<file path="src/hw/rtl/dilp_pkg.sv">
`timescale 1ns / 1ps
`default_nettype none

package dilp_pkg;

  // field widths
  localparam int unsigned ByteW  = 8;
  localparam int unsigned ValueW = 16;
  localparam int unsigned KindW  = 2;
  localparam int unsigned ArgsW  = 7;

  // list encoding
  localparam logic [ByteW-1:0]  DelayFlag      = 8'h80;
  localparam logic [ByteW-1:0]  LongDelayCode  = 8'd255;
  localparam logic [ValueW-1:0] LongDelayReset = 16'd500;

  // item kinds
  localparam logic [KindW-1:0] KindCmd   = 2'd0;
  localparam logic [KindW-1:0] KindArg   = 2'd1;
  localparam logic [KindW-1:0] KindDelay = 2'd2;

  typedef struct packed {
    logic [KindW-1:0]  kind;
    logic [ValueW-1:0] value;
    logic              frame_end;
    logic              list_done;
  } result_t;

endpackage

`default_nettype wire

</file>
<file path="src/hw/rtl/dilp_parser.sv">
`timescale 1ns / 1ps
`default_nettype none

module dilp_parser (
  input  wire                            clk,
  input  wire                            rst_n,
  input  wire                            accept,
  input  wire  [dilp_pkg::ByteW-1:0]     list_byte,
  input  wire  [dilp_pkg::ValueW-1:0]    long_delay_ms,
  output logic                           res_valid,
  output dilp_pkg::result_t              res
);

  typedef enum logic [2:0] {
    PH_COUNT = 3'd0,
    PH_CMD   = 3'd1,
    PH_NARGS = 3'd2,
    PH_ARGS  = 3'd3,
    PH_DELAY = 3'd4
  } phase_t;

  phase_t                        phase_r, phase_nxt;
  logic [dilp_pkg::ByteW-1:0]    cmds_left_r, cmds_left_nxt;
  logic [dilp_pkg::ArgsW-1:0]    args_left_r, args_left_nxt;
  logic                          delay_pend_r, delay_pend_nxt;
  logic [dilp_pkg::ByteW-1:0]    held_cmd_r, held_cmd_nxt;

  logic                          last_cmd;
  logic [dilp_pkg::ByteW-1:0]    cmds_dec;
  logic [dilp_pkg::ArgsW-1:0]    nargs;
  logic [dilp_pkg::ArgsW-1:0]    args_dec;
  logic [dilp_pkg::ValueW-1:0]   byte_ext;

  // command bookkeeping shared by every end of a command
  assign last_cmd = (cmds_left_r <= 8'd1);
  assign cmds_dec = cmds_left_r - ((cmds_left_r != '0) ? 8'd1 : 8'd0);
  assign nargs    = list_byte[dilp_pkg::ArgsW-1:0];
  assign args_dec = args_left_r - 7'd1;
  assign byte_ext = {8'd0, list_byte};

  // next state and result for the byte on the input
  always_comb begin
    phase_nxt      = phase_r;
    cmds_left_nxt  = cmds_left_r;
    args_left_nxt  = args_left_r;
    delay_pend_nxt = delay_pend_r;
    held_cmd_nxt   = held_cmd_r;
    res_valid      = 1'b0;
    res.kind       = dilp_pkg::KindCmd;
    res.value      = byte_ext;
    res.frame_end  = 1'b0;
    res.list_done  = 1'b0;
    case (phase_r)
      PH_CMD: begin
        held_cmd_nxt = list_byte;
        phase_nxt    = PH_NARGS;
      end
      PH_NARGS: begin
        args_left_nxt  = nargs;
        delay_pend_nxt = (list_byte & dilp_pkg::DelayFlag) != '0;
        res_valid      = 1'b1;
        res.kind       = dilp_pkg::KindCmd;
        res.value      = {8'd0, held_cmd_r};
        if (nargs != '0) begin
          phase_nxt = PH_ARGS;
        end else if ((list_byte & dilp_pkg::DelayFlag) != '0) begin
          phase_nxt     = PH_DELAY;
          res.frame_end = 1'b1;
        end else begin
          cmds_left_nxt = cmds_dec;
          phase_nxt     = last_cmd ? PH_COUNT : PH_CMD;
          res.frame_end = 1'b1;
          res.list_done = last_cmd;
        end
      end
      PH_ARGS: begin
        args_left_nxt = args_dec;
        res_valid     = 1'b1;
        res.kind      = dilp_pkg::KindArg;
        if (args_dec != '0) begin
          res.frame_end = 1'b0;
        end else if (delay_pend_r) begin
          phase_nxt     = PH_DELAY;
          res.frame_end = 1'b1;
        end else begin
          cmds_left_nxt = cmds_dec;
          phase_nxt     = last_cmd ? PH_COUNT : PH_CMD;
          res.frame_end = 1'b1;
          res.list_done = last_cmd;
        end
      end
      PH_DELAY: begin
        delay_pend_nxt = 1'b0;
        cmds_left_nxt  = cmds_dec;
        phase_nxt      = last_cmd ? PH_COUNT : PH_CMD;
        res_valid      = 1'b1;
        res.kind       = dilp_pkg::KindDelay;
        res.value      = (list_byte == dilp_pkg::LongDelayCode) ? long_delay_ms : byte_ext;
        res.list_done  = last_cmd;
      end
      default: begin
        cmds_left_nxt  = list_byte;
        args_left_nxt  = '0;
        delay_pend_nxt = 1'b0;
        phase_nxt      = (list_byte != '0) ? PH_CMD : PH_COUNT;
      end
    endcase
  end

  // parse state, advanced once per accepted byte
  always_ff @(posedge clk) begin
    if (!rst_n) begin
      phase_r      <= PH_COUNT;
      cmds_left_r  <= '0;
      args_left_r  <= '0;
      delay_pend_r <= 1'b0;
      held_cmd_r   <= '0;
    end else if (accept) begin
      phase_r      <= phase_nxt;
      cmds_left_r  <= cmds_left_nxt;
      args_left_r  <= args_left_nxt;
      delay_pend_r <= delay_pend_nxt;
      held_cmd_r   <= held_cmd_nxt;
    end
  end

endmodule

`default_nettype wire

</file>
<file path="src/hw/rtl/display_init_list_player_top.sv">
`timescale 1ns / 1ps
`default_nettype none

// Display init list player: takes an init command list one byte per item
// (count, then per command a command byte, an argument-count byte with bit 7
// asking for a delay, the arguments, an optional delay byte) and gives one
// item per command byte, argument byte and delay request. The parse state
// updates in the accepting cycle and the result lands in the output or skid
// register, so a byte can be accepted every cycle while in_tready is high.
// A two-entry output buffer (output register plus skid register) lets one
// more byte in while a result waits; in_tready drops only when both are
// full. Configuration is written through cfg_* (always ready) while idle.

module display_init_list_player_top (
  input  wire         clk,
  input  wire         rst_n,
  // configuration: long_delay_ms
  input  wire         cfg_valid,
  output logic        cfg_ready,
  input  wire  [15:0] cfg_data,
  // list byte input
  input  wire         in_tvalid,
  output logic        in_tready,
  input  wire  [7:0]  in_tdata,   // [7:0] list_byte
  // result output
  output logic        out_tvalid,
  input  wire         out_tready,
  output logic [15:0] out_tdata,  // [15:0] item_value
  output logic [2:0]  out_tuser,  // [1:0] item_kind, [2] list_done
  output logic        out_tlast   // frame_end
);

  logic [dilp_pkg::ValueW-1:0] long_delay_r;
  logic                        accept;
  logic                        res_valid;
  dilp_pkg::result_t           res;

  logic                        out_vld_r, out_vld_nxt;
  dilp_pkg::result_t           out_res_r, out_res_nxt;
  logic                        skd_vld_r, skd_vld_nxt;
  dilp_pkg::result_t           skd_res_r, skd_res_nxt;
  logic                        out_free;

  // config register
  assign cfg_ready = 1'b1;

  always_ff @(posedge clk) begin
    if (!rst_n) begin
      long_delay_r <= dilp_pkg::LongDelayReset;
    end else if (cfg_valid) begin
      long_delay_r <= cfg_data;
    end
  end

  assign in_tready = !skd_vld_r;
  assign accept    = in_tvalid && in_tready;

  dilp_parser u_parser (
    .clk           (clk),
    .rst_n         (rst_n),
    .accept        (accept),
    .list_byte     (in_tdata),
    .long_delay_ms (long_delay_r),
    .res_valid     (res_valid),
    .res           (res)
  );

  // output register plus skid
  assign out_free = !out_vld_r || out_tready;

  always_comb begin
    out_vld_nxt = out_vld_r;
    out_res_nxt = out_res_r;
    skd_vld_nxt = skd_vld_r;
    skd_res_nxt = skd_res_r;
    if (out_free) begin
      if (skd_vld_r) begin
        out_vld_nxt = 1'b1;
        out_res_nxt = skd_res_r;
        skd_vld_nxt = 1'b0;
      end else if (accept && res_valid) begin
        out_vld_nxt = 1'b1;
        out_res_nxt = res;
      end else begin
        out_vld_nxt = 1'b0;
      end
    end else if (accept && res_valid) begin
      skd_vld_nxt = 1'b1;
      skd_res_nxt = res;
    end
  end

  always_ff @(posedge clk) begin
    if (!rst_n) begin
      out_vld_r <= 1'b0;
      skd_vld_r <= 1'b0;
    end else begin
      out_vld_r <= out_vld_nxt;
      skd_vld_r <= skd_vld_nxt;
    end
  end

  always_ff @(posedge clk) begin
    out_res_r <= out_res_nxt;
    skd_res_r <= skd_res_nxt;
  end

  assign out_tvalid = out_vld_r;
  assign out_tdata  = out_res_r.value;
  assign out_tuser  = {out_res_r.list_done, out_res_r.kind};
  assign out_tlast  = out_res_r.frame_end;

endmodule

`default_nettype wire

</file>
<file path="config.mk">
export PLATFORM = sky130hd
export DESIGN_NAME = display_init_list_player_top
export DESIGN_NICKNAME = d
export VERILOG_FILES = /design/src/hw/rtl/dilp_pkg.sv /design/src/hw/rtl/dilp_parser.sv /design/src/hw/rtl/display_init_list_player_top.sv
export SDC_FILE = /design/constraint.sdc
export NUM_CORES = 1
export LEC_CHECK = 0
export BUFFER_PORTS_ARGS = -buffer_cell sky130_fd_sc_hd__buf_4
export CAP_MARGIN = 10
export CORE_MARGIN = 2
export CORE_UTILIZATION = 55
export CTS_CLUSTER_SIZE = 10
export DETAILED_ROUTE_END_ITERATION = 10
export MAX_ROUTING_LAYER = met4
export PLACE_DENSITY_LB_ADDON = 0.3
export SYNTH_ARGS = -nofsm -noshare
export SYNTH_HDL_FRONTEND = slang
export SYNTH_HIERARCHICAL = 1
export SYNTH_SLANG_ARGS = --single-unit
</file>
<file path="constraint.sdc">
create_clock -name clk -period 3.3 [get_ports clk]
set_input_delay 0.33 -clock clk [delete_from_list [all_inputs] [get_ports clk]]
set_output_delay 0.33 -clock clk [all_outputs]
set_load 0.01 [all_outputs]
</file>
==> summary.md, run 1 <==
| Metric | Value |
|---|---|
| Clock power share | `0.325` |
| Fill cells | `621` |
| CP max stage delay | `just under 600 ps` |
| Syn-to-layout area delta | `13.1%` |
| Diodes inserted | `0` |
| Sequential share of power | `0.511` |
| CP Cell Sequence | `or4_1, nor4_1, nand2_1, ha_1, ha_1, nor3b_1, xnor2_1, nand2_1, o211ai_1, mux2i_1` |
| Htree depth | `3` |
| Maximum root-to-sink buffer count | `2` |
| Tmin final | `~2600 ps` |
| Port bufs | `50` |
| Worst Path Buf+Inv | `0` |
| HPWL after DPL | `6.08 mm` |
| Register area share after synthesis | `0.496` |
| Synth Area in Compound Gates | `0.112` |
| Die width | `around 92 um` |
| Reg clk slew, reported paths | `90 ps` |
| Rows | `31` |
| Root Driver | `clkbuf_8` |
| Worst slew margin | `0.461` |
| Status | `finished, final reports clean` |
| Largest net degree at the start of global routing | `47` |
| Postcts setup bufs | `0` |
| Area of the multi-input gates | `1860 sq um` |
| Worst-Skew Late Latency | `350 ps` |
| DR pass1 iterations | `6` |
| Setup Viol. Count Final | `0` |
| Core region area | `7370 sq um` |
| Starting Density | `0.575` |
| Total number of vias | `between 3k and 4k` |
| Post-synthesis adder-cell area fraction | `0.0118` |
| Setup Skew | `10.6 ps` |
| Ys flop type | `dfxtp_1` |
| DR top layer | `met4` |
| Antenna violations before repair | `0` |
| Met3 wire len | `477 um` |
| CTS Hold Bufs | `0` |
| PostCTS Resize Cnt | `0` |
| CTS Buf Count | `9` |
| Final #Nets | `477` |
| Final total power | `2.33 mW` |
| # DRC | `0` |
| Crit-path leading delay family | `simple AND/OR/NAND/NOR gates` |
| Slowest cell on crit path | `or4_1` |
| Most instantiated cells after synthesis | `dfxtp_1, nand2_1, edfxtp_1` |
| Post-synth EDFFs | `40` |
| Simple-gate share of the synthesized area | `0.168` |
| Vias per cell | `5.69` |
| Least-Margin Pin Slew | `807 ps` |
| Leakage power | `1.95 nW` |
| YS warnings | `6` |
| Top Ports | `52` |
| Switch Pwr | `0.641 mW` |
| Met1 WL | `4.19 mm` |
| Post-synthesis cell count | `about 400` |
| Mux contribution to synthesized area | `0.129` |
| GRT Util Overall | `0.230` |
| WP data arrival | `2880 ps` |
| Mapped Area | `4240 sq um` |
| Largest family of logic cells by synthesized area | `simple AND/OR/NAND/NOR gates` |
| Sinks on Clock Net | `85` |
| Synth Register Bits | `85` |
| Final TNS setup | `0 ps` |
| HP Class | `input pin to register` |
| Die area | `8420 sq um` |
| Critical Path RT | `between 3000 and 4000 ps` |
| Post-synth top area cell | `edfxtp_1` |
| Sw Share | `0.275` |
| Gate power share | `0.164` |
| Vias in the first global route | `2,920` |
| Launching element type of the critical path | `register` |
| CTS tree | `built` |
| Top cell type's share of synthesized area | `0.284` |
| Final Cycle Share | `0.803` |
| Initial DRC count | `around 280` |
| Synth cell types | `57` |
| Max-cap violation count | `0` |
| Overflow after GRT | `0` |
| Max rail drop VDD | `0.000244 V` |
| Xor/xnor share of the synthesized area | `0.0186` |
| RSZ-0062 raised after global routing | `false` |
| Maximum clock frequency | `377 MHz` |
| Post-synthesis average cell area | `about 11 sq um` |
| Share of layout cells above drive strength 1 | `0.232` |
| Post-Route WL | `8.92 mm` |
| Synth area leaders | `edfxtp_1, dfxtp_1, mux2i_1` |
| Register area | `2100 sq um` |
| Final Hold Vio Count | `0` |
| Antenna Nets Post-Route | `0` |
| Met2 routed WL | `4.07 mm` |
| Crit Path Class | `register to register` |
| Die height | `about 92 um` |
| GP Congestion | `0.950` |
| Int Pwr | `1.69 mW` |
| Max FO, Critical Path | `6` |
| Crit path capture type | `register` |
| Syn nets | `~430` |
| Async SR Flop Fraction | `0` |
| First-pass GRT wire length | `14.9 mm` |
| Power Dens Cells | `between 400 and 500 nW/um^2` |
| Wire per inst | `16.3 um` |
| Final Max Tran Viols | `0` |
cell usage in the layout (no fill, tap or decap), types with 5 or more instances in the layout:
cell type  synthesis  layout
nor3b_1            5       5
dfxtp_1           45      45
o21ai_0           18      18
xnor2_1            6       6
nor2_1            29      29
buf_4              3      60
inv_1             13      13
nor3_1             6       6
clkbuf_8           2       9
o211ai_1           7       7
mux2_2            20      20
and3_1            10      10
a21oi_1           16      16
mux2i_1           32      32
nand2_1           45      45
edfxtp_1          40      40
nor2b_1           19      19
final timing paths:
| kind | slack [ps] | from | endpoint | cells past startpoint |
|---|---|---|---|---|
| setup / recovery | 650 | u_parser/cmds_left_r[2]$_SDFFE_PN0P_ | u_parser/cmds_left_r[4]$_SDFFE_PN0P_ | 10 |
| hold / removal | 190 | cfg_data[5] | long_delay_r[5]$_SDFFE_PN1P_ | 3 |
| setup reg to reg | 650 | u_parser/cmds_left_r[2]$_SDFFE_PN0P_ | u_parser/cmds_left_r[4]$_SDFFE_PN0P_ | 10 |
| hold reg to reg | 480 | long_delay_r[4]$_SDFFE_PN1P_ | long_delay_r[4]$_SDFFE_PN1P_ | 2 |
cell type report:
cell class,instances,area share
tap,99,0.0258
multi-input combinational,275,0.389
clock inverter,6,0.0159
sequential,85,0.439
inverter,13,0.0102
timing repair buffer,60,0.0940
clock buffer,10,0.0266
power by group through the flow:
stage	logic (mW)	clock network, mW	registers (mW)
floorplan	0.294	0	1.20
global placement	0.371	0	1.21
detailed placement	0.376	0	1.21
CTS	0.380	0.772	1.19
global route	0.423	0.818	1.20
finish	0.382	0.758	1.19
cells by family after synthesis:
family | count (synthesis)
AOI/OAI and AO/OA | 71
xor gates and xnor gates | 9
adders and majority gates | 4
buffers and inverters | 41
DFF | 85
muxes | 52
other | 1
and+or+nand+nor | 138
tightest hold or removal path: cells and delay by family:
| kind | cells | cell delay, ps |
|---|---|---|
| and+or+nand+nor | 1 | 60 |
| buffers and inverters | 1 | 80 |
| muxes | 1 | 50 |
registers in the layout, summed over array words and instances, names as in the netlist:
register and cells:
long_delay_r 16, out_tdata 16, out_tlast 1, out_tuser 3, out_tvalid 1, skd_res_r 20, skd_vld_r 1, u_parser/args_left_r 7
u_parser/cmds_left_r 8, u_parser/delay_pend_r 1, u_parser/held_cmd_r 8, u_parser/phase_r 3
per-layer routing:
metal / track usage / vias to the layer above
li1: - / 1513
met1: 0.326 / 1487
met2: 0.336 / 104
met3: 0.0370 / 16
met4: 0.0858 / 0
met5: - / -
per-stage QoR:
stage	cell area, sq um	std cells	worst slack, ps	util	hold WS [ps]
after CTS	4790	548	636	0.650	176
final	4790	548	650	0.650	191
after global placement	4590	532	779	0.623	449
after floorplan	4240	401	719	-	433
after global routing	4790	548	449	0.650	204
after detailed placement	4590	532	652	0.623	463
(Power assumes the default switching activity.)
==> run 2: changes to the inputs <==
--- a/config.mk
+++ b/config.mk
@@ -5,6 +5,7 @@
 export SDC_FILE = /design/constraint.sdc
 export NUM_CORES = 1
 export LEC_CHECK = 0
+export ABC_AREA = 1
 export BUFFER_PORTS_ARGS = -buffer_cell sky130_fd_sc_hd__buf_4
 export CAP_MARGIN = 10
 export CORE_MARGIN = 2
==> constraint.sdc (replaced) <==
create_clock -name clk -period 2.7 [get_ports clk]
set_input_delay 0.27 -clock clk [delete_from_list [all_inputs] [get_ports clk]]
set_output_delay 0.27 -clock clk [all_outputs]
set_load 0.01 [all_outputs]
==> summary.md, run 2 <==
| Metric | Value |
|---|---|
| Root Driver | `clkbuf_8` |
| Gate power share | `0.191` |
| Syn-to-layout area delta | `14.9%` |
| R2r setup slk | `490 ps` |
| R2R Path Start | `u_parser/phase_r[2]$_SDFFE_PN0P_` |
| WP data arrival | `2200 ps` |
| Antenna violations before repair | `0` |
| Syn nets | `around 540` |
| Critical Path RT | `2690 ps` |
| Final TNS setup | `0 ps` |
| GP Congestion | `0.991` |
| Total number of vias | `roughly 3.5k` |
| CTS tree | `built` |
| Wire per inst | `14.0 um` |
| Starting Density | `0.568` |
| Status | `finished, final reports clean` |
| Largest net degree at the start of global routing | `43` |
| Top-count cell post-synth | `nand2_1` |
| Max FO, Critical Path | `20` |
| Reg clk slew, reported paths | `about 90 ps` |
| Setup Skew | `~13 ps` |
| Vias per cell | `5.38` |
| Diodes inserted | `0` |
| Synth Register Bits | `85` |
| Sinks on Clock Net | `85` |
| CTS Buf Count | `9` |
| Power Dens Cells | `611 nW/um^2` |
| Int Pwr | `1.99 mW` |
| Post-synth top area cell | `edfxtp_1` |
| Final #Nets | `589` |
| Sequential share of power | `0.504` |
| Share of layout cells above drive strength 1 | `0.168` |
| Ys flop type | `dfxtp_1` |
| Crit path capture type | `register` |
| Least-Margin Pin Slew | `roughly 870 ps` |
| Largest Register | `skd_res_r` |
| Launching element type of the critical path | `register` |
| Die width | `90.8 um` |
| Synth cell types | `38` |
| Top Ports | `52` |
| Final WS setup | `486 ps` |
| Maximum root-to-sink buffer count | `2` |
| Crit Path Class | `register to register` |
| Clock power share | `0.305` |
| Final instance area | `4760 sq um` |
| Htree depth | `3` |
| Die height | `90.8 um` |
| Sw Share | `0.315` |
| Maximum clock frequency | `452 MHz` |
| Commonest non-fill, non-tap cell in the layout | `nand2_1` |
| Postcts setup bufs | `0` |
| Hold_sp | `cfg_data[2]` |
| Post-synth EDFFs | `40` |
| Post-synthesis cell count | `509` |
| Antenna Nets Post-Route | `0` |
| DR pass1 iterations | `5` |
| RSZ-0062 raised after global routing | `false` |
| Worst slew margin | `0.417` |
| Overflow after GRT | `0` |
| Setup Viol. Count Final | `0` |
| Initial DRC count | `between 300 and 400` |
| Vias in the first global route | `about 3.3k` |
| Final Max Tran Viols | `0` |
| Final Cycle Share | `0.820` |
| Post-Route WL | `a little over 9 mm` |
| HP Class | `input pin to register` |
| Post-synthesis average cell area | `8.14 sq um` |
| Register area share after synthesis | `0.507` |
| Hold EP | `long_delay_r[2]$_SDFFE_PN1P_` |
| Mapped Area | `between 4000 and 5000 sq um` |
| Cells on worst reg2reg path | `6` |
| Die area | `8250 sq um` |
| Worst-Skew Late Latency | `360 ps` |
| Worst R2R End | `skd_res_r[15]$_DFFE_PP_` |
| # DRC | `0` |
| YS warnings | `6` |
| Leakage power | `2.12 nW` |
| Dpl ws | `513 ps` |
| Synth area leaders | `edfxtp_1, dfxtp_1, nand2_1` |
| Tmin final | `2210 ps` |
| Placed Area | `4560 sq um` |
| Top cell type's share of synthesized area | `0.290` |
| Largest register FFs | `20` |
| WHS Path Cells | `3` |
| Most instantiated cells after synthesis | `nand2_1, nor2_1, dfxtp_1` |
| Most frequent cells in the layout | `nand2_1, nor2_1, buf_4` |
| First-pass GRT wire length | `~15 mm` |
| Core region area | `7290 sq um` |
| Async SR Flop Fraction | `0` |
| GRT Util Overall | `0.236` |
| Rows | `31` |
| Max rail drop VDD | `0.000414 V` |
| Final Hold Vio Count | `0` |
| CTS Hold Bufs | `0` |
| Max-cap violation count | `0` |
| HPWL after DPL | `6.43 mm` |
| PostCTS Resize Cnt | `0` |
| Port bufs | `50` |
| Switch Pwr | `0.916 mW` |
-- run 2: layout make-up --
type	instances	area, sq um
Tap cell	99	124
Multi-Input combinational cell	356	1740
Clock inverter	7	76.3
Sequential cell	85	2100
Inverter	51	194
Fill cell	631	2530
Clock buffer	9	124
Timing Repair Buffer	53	398
-- run 2: per-stage QoR --
stage	hold WS [ps]	instances	power, mW	util
6_report	120	660	2.91	0.653
5_1_grt	113	660	3.06	0.653
3_3_place_gp	441	644	2.02	0.625
4_1_cts	106	660	2.91	0.653
2_1_floorplan	392	509	1.89	-
3_5_place_dp	450	644	2.04	0.625
-- run 2: power by group through the flow --
stage | Combinational, mW | Clock [mW] | Sequential [mW]
finish | 0.557 | 0.887 | 1.47
global route | 0.624 | 0.962 | 1.48
CTS | 0.547 | 0.900 | 1.47
detailed placement | 0.542 | 0 | 1.50
global placement | 0.529 | 0 | 1.49
floorplan | 0.392 | 0 | 1.49
-- run 2: worst max-delay path by stage --
stage	startpoint	endpoint	cells past startpoint
floorplan	u_parser/phase_r[2]$_SDFFE_PN0P_	out_tdata[0]$_DFFE_PP_	7
global placement	u_parser/phase_r[2]$_SDFFE_PN0P_	skd_res_r[17]$_DFFE_PP_	6
detailed placement	u_parser/phase_r[2]$_SDFFE_PN0P_	skd_res_r[17]$_DFFE_PP_	6
CTS	u_parser/phase_r[2]$_SDFFE_PN0P_	skd_res_r[0]$_DFFE_PP_	6
global route	u_parser/phase_r[2]$_SDFFE_PN0P_	skd_res_r[0]$_DFFE_PP_	6
finish	u_parser/phase_r[2]$_SDFFE_PN0P_	skd_res_r[15]$_DFFE_PP_	6
-- run 2: kinds of logic (layout without fill, tap and decap cells) --
group                    after synthesis  in the layout  share of synthesized area
buffers and inverters                 68            120                     0.0724
flip-flops                            85             85                      0.507
XOR/XNOR                               5              5                     0.0106
adder cells (fa/ha/maj)                4              4                     0.0121
AO/OA/AOI/OAI                         86             86                      0.116
AND/OR/NAND/NOR                      260            260                      0.281
other                                  1              1                   0.000905
-- run 2: routing by layer --
layer	track usage	up-vias	part of all wire
met5	-	-	0
met1	0.315	1601	0.44
met2	0.364	172	0.47
li1	-	1762	-
met4	0.0707	0	0.016
met3	0.0534	13	0.077
-- run 2: critical path: stages, from the launching register on --
cell and delay [ps]:
dfxtp_1 350, inv_2 120, nand2_4 90, inv_1 120, nand2_2 110, nand3_1 270
and3_1 790
==> run 3: changes to the inputs <==
--- a/config.mk
+++ b/config.mk
@@ -9,7 +9,7 @@
 export BUFFER_PORTS_ARGS = -buffer_cell sky130_fd_sc_hd__buf_4
 export CAP_MARGIN = 10
 export CORE_MARGIN = 2
-export CORE_UTILIZATION = 55
+export CORE_UTILIZATION = 52
 export CTS_CLUSTER_SIZE = 10
 export DETAILED_ROUTE_END_ITERATION = 10
 export MAX_ROUTING_LAYER = met4
==> constraint.sdc (replaced) <==
create_clock -name clk -period 2 [get_ports clk]
set_input_delay 0.2 -clock clk [delete_from_list [all_inputs] [get_ports clk]]
set_output_delay 0.2 -clock clk [all_outputs]
set_load 0.01 [all_outputs]
==> summary.md, run 3 (same netlist as run 2, synthesis figures left out) <==
| Metric | Value |
|---|---|
| Crit Path Class | `register to register` |
| Vias per cell | `roughly 5.3` |
| Setup Skew | `8.61 ps` |
| Largest net degree at the start of global routing | `43` |
| Overflow after GRT | `0` |
| Most frequent cells in the layout | `nand2_1, buf_4, nor2_1` |
| CTS tree | `built` |
| Hold slack | `around 57 ps` |
| Core region area | `7730 sq um` |
| Power Dens Cells | `835 nW/um^2` |
| Tmin final | `approximately 1900 ps` |
| Largest register FFs | `20` |
| Die width | `approximately 93 um` |
| Maximum clock frequency | `approximately 530 MHz` |
| Share of layout cells above drive strength 1 | `0.217` |
| Status | `finished, final reports clean` |
| Total number of vias | `approximately 3.6k` |
| Final total power | `4.17 mW` |
| Final #Nets | `608` |
| CP Launch Point | `u_parser/cmds_left_r[4]$_SDFFE_PN0P_` |
| Dpl ws | `-47.0 ps` |
| # DRC | `0` |
| Final Max Tran Viols | `0` |
| Initial DRC count | `353` |
| Area of the multi-input gates | `1780 sq um` |
| WP data arrival | `~2100 ps` |
| Hold_sp | `cfg_data[2]` |
| Least-Margin Pin Slew | `612 ps` |
| Final instance area | `roughly 5000 sq um` |
| Htree depth | `3` |
| Antenna Nets Post-Route | `0` |
| DR pass1 iterations | `5` |
| Setup Viol. Count Final | `0` |
| Post-Route WL | `9.69 mm` |
| GRT Util Overall | `0.236` |
| Starting Density | `0.536` |
| Worst-Skew Late Latency | `350 ps` |
| Commonest non-fill, non-tap cell in the layout | `nand2_1` |
| Top Ports | `52` |
| Max FO, Critical Path | `3` |
| Port bufs | `50` |
| Largest Register | `skd_res_r` |
| Syn-to-layout area delta | `20.6%` |
| Max rail drop VDD | `0.000553 V` |
| Crit path capture type | `register` |
| R2R Path Start | `u_parser/cmds_left_r[4]$_SDFFE_PN0P_` |
| Diodes inserted | `0` |
| Final Hold Vio Count | `0` |
| Placed Area | `4670 sq um` |
| Wire per inst | `14.2 um` |
| Worst slew margin | `0.592` |
| Rows | `32` |
| Register area | `about 2100 sq um` |
| First-pass GRT wire length | `15.6 mm` |
| Antenna violations before repair | `0` |
| HP Class | `input pin to register` |
| Final Cycle Share | `0.936` |
| Die height | `93.3 um` |
| Max-cap violation count | `0` |
| Critical Path RT | `~2300 ps` |
| HPWL after DPL | `6.79 mm` |
| CTS Buf Count | `9` |
| Leakage power | `2.23 nW` |
| Sinks on Clock Net | `85` |
| Reg clk slew, reported paths | `approximately 90 ps` |
| Maximum root-to-sink buffer count | `2` |
| Fill cells | `between 600 and 700` |
| Launching element type of the critical path | `register` |
| Root Driver | `clkbuf_8` |
| GP Congestion | `0.919` |
| Final WS setup | `~130 ps` |
| Die area | `8700 sq um` |
| Vias in the first global route | `3,200` |
-- run 3: changes by cell type in the layout (fill, tap and decap cells not counted), moves of 3 or more --
cell | before | now
nor2_1 | 60 | 54
buf_4 | 53 | 70
inv_2 | 5 | 8
nor2_2 | 3 | 7
inv_1 | 44 | 41
-- run 3: through the flow --
step / util / TNS (ps) / cells
after detailed placement: 0.604 / -290 / 659
final: 0.647 / 0 / 682
after global routing: 0.647 / -133 / 682
after CTS: 0.634 / 0 / 675
after floorplan: - / 0 / 509
after global placement: 0.604 / -2.02 / 659
-- run 3: path summary, 6_finish.rpt --
kind	endpoint	slack, ps	cells after the start
hold / removal	long_delay_r[2]$_SDFFE_PN1P_	60	3
hold reg to reg	long_delay_r[5]$_SDFFE_PN1P_	470	2
setup reg to reg	u_parser/cmds_left_r[6]$_SDFFE_PN0P_	130	13
setup / recovery	u_parser/cmds_left_r[6]$_SDFFE_PN0P_	130	13
-- run 3: what timing repair did --
action | CTS | global route
resized for setup | 3 | 15
hold buffers | 0 | 0
endpoints found under the setup margin | 10 | 34
setup buffers | 0 | 7
endpoints found under the hold margin | 0 | 0
pin swaps | 0 | 4
gates cloned | 0 | 0
-- run 3: critical path: stages, from the launching register on --
cell,delay [ps]
dfxtp_1,340
nor2_2,160
nand4_1,160
inv_2,90
nand2_1,50
ha_1,210
ha_2,200
nand3_1,100
xor2_1,140
nand2_1,60
nand2_1,50
nand4_1,90
nand2_1,80
nor2_1,40
-- run 3: final cells by class --
| cell class | count | area share |
|---|---|---|
| clock inverters | 7 | 0.0205 |
| flip-flops and latches | 85 | 0.421 |
| repair buffers | 72 | 0.113 |
| inverters | 51 | 0.0388 |
| clock buffers | 9 | 0.0248 |
| multi-input cells | 356 | 0.356 |
| well taps | 102 | 0.0255 |
-- run 3: routing by layer --
| layer | global-route usage | share of wire | vias to the layer above | wire length (um) |
|---|---|---|---|---|
| li1 | - | - | 1805 | - |
| met1 | 0.327 | 0.45 | 1638 | 4330 |
| met2 | 0.365 | 0.48 | 154 | 4610 |
| met3 | 0.0266 | 0.056 | 21 | 547 |
| met4 | 0.0784 | 0.021 | 0 | 204 |
| met5 | - | 0 | - | 0 |
-- run 3: report_power, final --
group | switching [mW] | leakage [nW] | internal (mW)
sequential | 0.0624 | 0.770 | 1.92
combinational | 0.498 | 1.35 | 0.327
clock | 0.643 | 0.116 | 0.721
